==> src/hw/rtl/swmf_pkg.sv <==
// shared types and constants for the sliding window median filter
// no dependencies
package swmf_pkg;

    localparam int MAX_WINDOW_DEF   = 64;
    localparam int SAMPLE_WIDTH_DEF = 32;
    localparam int CFG_WIDTH        = 7;
    localparam int WIN_RESET        = 3;

    // per-step control broadcast to every sort cell
    typedef struct packed {
        logic update;   // an input transfer happens this cycle
        logic remove;   // window full: oldest sample leaves
    } t_cell_ctrl;

endpackage

==> src/hw/rtl/swmf_cell.sv <==
// one sort cell: holds one key of the ascending window store
// depends on swmf_pkg; neighbors are wired up by the top level
module swmf_cell import swmf_pkg::*; #(
    parameter int SAMPLE_WIDTH = SAMPLE_WIDTH_DEF,
    parameter int CNT_W        = 7,
    parameter int IDX          = 0
) (
    input  logic                           i_clk,
    input  t_cell_ctrl                     i_ctrl,
    input  logic signed [SAMPLE_WIDTH-1:0] i_new_key,
    input  logic signed [SAMPLE_WIDTH-1:0] i_old_key,
    input  logic [CNT_W-1:0]               i_a_cnt,
    input  logic signed [SAMPLE_WIDTH-1:0] i_right_key,
    input  logic signed [SAMPLE_WIDTH-1:0] i_left_a,
    input  logic                           i_left_le,
    output logic signed [SAMPLE_WIDTH-1:0] o_key,
    output logic signed [SAMPLE_WIDTH-1:0] o_a,
    output logic                           o_a_le
);

    localparam logic [CNT_W-1:0] IDX_C = CNT_W'(IDX);

    logic signed [SAMPLE_WIDTH-1:0] r_key;
    logic signed [SAMPLE_WIDTH-1:0] n_key;
    logic                           keep;
    logic signed [SAMPLE_WIDTH-1:0] a_key;
    logic                           a_le;

    // after removal: cells below the leaving key stay, the rest close up
    assign keep  = !i_ctrl.remove || (r_key < i_old_key);
    assign a_key = keep ? r_key : i_right_key;
    assign a_le  = (IDX_C < i_a_cnt) && (a_key <= i_new_key);

    // insertion: new key goes at the first slot above all keys <= it
    assign n_key = a_le ? a_key : (i_left_le ? i_new_key : i_left_a);

    always_ff @(posedge i_clk) begin
        if (i_ctrl.update) begin
            r_key <= n_key;
        end
    end

    assign o_key  = r_key;
    assign o_a    = a_key;
    assign o_a_le = a_le;

endmodule

==> config.mk <==
export PLATFORM = sky130hd
export DESIGN_NAME = swmf_cell
export DESIGN_NICKNAME = d
export VERILOG_FILES = /design/src/hw/rtl/swmf_pkg.sv /design/src/hw/rtl/swmf_cell.sv
export SDC_FILE = /design/constraint.sdc
export NUM_CORES = 1
export LEC_CHECK = 0
export ABC_AREA = 1
export BUFFER_PORTS_ARGS = -buffer_cell sky130_fd_sc_hd__buf_2
export CAP_MARGIN = 40
export CORE_ASPECT_RATIO = 0.9
export CORE_MARGIN = 2
export CORE_UTILIZATION = 35
export CTS_CLUSTER_SIZE = 14
export DETAILED_ROUTE_END_ITERATION = 16
export GPL_TIMING_DRIVEN = 0
export MAX_ROUTING_LAYER = met4
export PLACE_DENSITY_LB_ADDON = 0.08
export SYNTH_ARGS = -nofsm -noshare
export SYNTH_HDL_FRONTEND = slang
export SYNTH_SLANG_ARGS = --single-unit
export TNS_END_PERCENT = 100
==> constraint.sdc <==
create_clock -name i_clk -period 3.1 [get_ports i_clk]
set_input_delay 0.31 -clock i_clk [delete_from_list [all_inputs] [get_ports i_clk]]
set_output_delay 0.31 -clock i_clk [all_outputs]
set_load 0.01 [all_outputs]
==> impl_metrics.env <==
export IMPL_end_kind="output pin"
export IMPL_hold_start="i_left_a[29]"
export IMPL_first_pass_iters=5
export IMPL_maxCapViolCount=0
export IMPL_critPathBufInv=5
export IMPL_p_int_mw=4.61
export IMPL_die_area_sq_um=13400
export IMPL_r2r_cells=28
export IMPL_wl_per_cell_um=15.3
export IMPL_rsz0062_at_grt="true"
export IMPL_multi_input_area_sq_um=3340
export IMPL_finalSetupViolations=33
export IMPL_die_x_um=122
export IMPL_final_setup_worst_slack_ps=-1030
export IMPL_grt_util_met2_pct=37.7
export IMPL_drc=0
export IMPL_io_pins=204
export IMPL_synth_compound_area_share_pct=11.0
export IMPL_slew_headroom_pct=61.3
export IMPL_cp_max_fo=8
export IMPL_drtIter0Drc=306
export IMPL_met1_usage_pct=32.4
export IMPL_die_y_um=110
export IMPL_hold_buffers=0
export IMPL_instances_no_fill=1038
export IMPL_yosys_register_bits=32
export IMPL_place_congestion=0.846
export IMPL_worst_r2r_startpoint="o_key[15]"
export IMPL_synth_xor_area_share_pct=0
export IMPL_hold_viol=0
export IMPL_row_count=38
export IMPL_synth_fa_ha_area_share_pct=18.0
export IMPL_grtUsageTotal_pct=23.9
export IMPL_clockPowerShare_pct=5.6
export IMPL_clock_sinks=32
export IMPL_max_freq_mhz=242
export IMPL_start_kind="flop"
export IMPL_dpl_hpwl_um=11900
export IMPL_grt_pass1_vias=4829
export IMPL_h_tree_depth=2
export IMPL_clock_root_buffer="clkbuf_16"
export IMPL_use_met3_pct=3.24
export IMPL_clk_pin_slew_ps=60
export IMPL_power_leakage_nw=3.79
export IMPL_portBuffers=201
export IMPL_synth_area_sq_um=4370
export IMPL_yosysUniqueCellTypes=31
export IMPL_grt_overflow=0
export IMPL_drt_total_wl_um=15900
export IMPL_cpMostUsedCell="nand2_4"
export IMPL_dp_cells=986
export IMPL_r2r_slack_ps=-1020
export IMPL_worstSetupPathType="flop to output pin"
export IMPL_seq_power_share_pct=12.7
export IMPL_finalPower_mw=8.60
export IMPL_final_area_sq_um=6940
export IMPL_avgSynthCellArea_sq_um=7.01
export IMPL_slowest_stage="edfxtp_1"
export IMPL_whs_path_depth=3
export IMPL_start_util_pct=36.1
export IMPL_numCtsBuffers=5
export IMPL_final_util_pct=57.2
export IMPL_syn_inst=624
export IMPL_via_per_inst=4.89
export IMPL_ys_flop_type="edfxtp_1"
export IMPL_clock_latency_ps=290
export IMPL_run_status="complete, but fails checks"
export IMPL_p_comb_share_pct=81.7
export IMPL_async_flop_share_pct=0
export IMPL_fin_crit_ps=4130
export IMPL_ys_seq_area_share_pct=22.0
export IMPL_fin_setup_tns_ps=-30660
export IMPL_switchingPower_mw=3.99
export IMPL_nNetsFinal=1080
export IMPL_hold_path_class="primary input to flop"
export IMPL_largest_register_ffs=32
export IMPL_fillCellCount=1193
export IMPL_syn_num_nets=826
export IMPL_r2r_end="o_key[25]"
export IMPL_place_area_sq_um=5740
export IMPL_sw_frac_of_total_pct=46.4
export IMPL_critPathTopFamily="simple AND/OR/NAND/NOR gates"
export IMPL_yosysWarnings=0
export IMPL_grt_max_degree=22
export IMPL_peakVddDrop_uv=520
export IMPL_power_density_nw_per_um2=1240
export IMPL_antenna_found_initial=0
export IMPL_route_vias_total=5076
export IMPL_final_common_cell="buf_2"
export IMPL_cp_slowest_stage_delay_ps=450
export IMPL_layout_drive_gt1_share_pct=46.1
export IMPL_core_sq_um=12100
export IMPL_violations="setup timing"
export IMPL_worst_pin_slew_ps=581
export IMPL_synth_edff_count=32
export IMPL_worst_clock_skew_ps=7.28
export IMPL_seqCellArea_sq_um=961
export IMPL_synthMuxAreaShare_pct=0
export IMPL_cts_buffer_depth=2
export IMPL_maxSlewViolCount=0
export IMPL_mostFrequentLayoutCells="buf_2 (201), inv_1 (136), nand2_1 (119)"
export IMPL_cts_tree="yes"
export IMPL_whs_endpoint="o_key[29]"
export IMPL_grt_busiest_layer="met2"
export IMPL_synth_simple_area_share_pct=32.9
export IMPL_fin_crit_sh_pct=133
export IMPL_grt_pass1_wl_um=23900
export IMPL_syn2layout_area_growth_pct=58.8
export IMPL_cp_data_required_time_ps=2790
export IMPL_drtAntennaViolNets=0
export IMPL_antenna_cells=0
export IMPL_synth_top_family_by_area="simple AND/OR/NAND/NOR gates"
export IMPL_cp_arrival_ps=3820
## stage by stage
step,hold WS [ps],setup WS (ps)
6_report,333,-1030
5_1_grt,340,-1280
4_1_cts,325,-1120
3_5_place_dp,628,-1110
3_3_place_gp,621,-1110
2_1_floorplan,422,-391
## cell type report
class | instances | share of cell area, %
clock buffer | 5 | 1.80
sequential | 32 | 13.8
clock inverter | 2 | 0.108
inverter | 141 | 7.73
buffer | 25 | 3.32
timing repair buffer | 248 | 22.2
tap | 160 | 2.88
multi-input combinational | 425 | 48.1
## metal layers
layer,vias up,wire length (um),share of wire (%)
li1,2553,-,-
met1,2289,7290,46
met2,208,7030,44
met5,-,0,0
met3,26,1240,7.8
met4,0,300,1.9
## power groups by stage
stage                     sequential, mW  clock, mW  combinational (mW)
after floorplan                     1.16          0                3.38
after global placement              1.11          0                4.90
after detailed placement            1.11          0                4.96
after CTS                           1.09      0.500                6.41
after global routing                1.13      0.506                7.71
final                               1.10      0.480                7.02
## Yosys cell counts (2+ instances only)
cell type	number	share of area, %
nand2_1	144	12
inv_1	138	12
ha_1	63	18
nand3_1	36	4.1
nand4_1	35	5.0
edfxtp_1	32	22
o211ai_1	32	5.5
a21oi_1	31	3.5
and2_1	31	4.4
nor2_1	14	1.2
nand2_4	12	3.1
buf_2	8	0.92
clkbuf_1	8	0.69
o21ai_0	7	0.80
buf_6	5	1.3
nand2_2	4	0.57
o21a_1	4	0.69
buf_4	3	0.52
inv_2	2	0.17
nand3_4	2	0.80
nor2_2	2	0.29
nor3_1	2	0.23
## worst max-delay path by stage
stage | startpoint | to | slack, ps | cells past startpoint
floorplan | o_key[21] | o_key[30] | -390 | 23
global placement | o_key[27] | o_a_le | -1110 | 25
detailed placement | o_key[1] | o_a_le | -1110 | 29
CTS | o_key[1] | o_a_le | -1120 | 29
global route | o_key[19] | o_a_le | -1280 | 25
finish | o_key[15] | o_a_le | -1030 | 25
## tightest hold or removal path, cell delays in order
cell      delay, ps
buf_2            80
o211ai_1         70
nand2_1          60
## what timing repair did
| item | CTS | global route |
|---|---|---|
| resized for setup | 66 | 73 |
| buffers inserted | 29 | 14 |
| gates cloned | 5 | 1 |
| pin swaps | 24 | 58 |
| endpoints found under the setup margin | 33 | 48 |
## kinds of logic (layout without fill, tap and decap cells)
logic type      Yosys count  count (layout)
flops                    32              32
buf+inv                 167             421
compound gates           76              76
simple gates            286             286
fa+ha+maj                63              63
No activity file was read; power rests on OpenSTA's default activity.
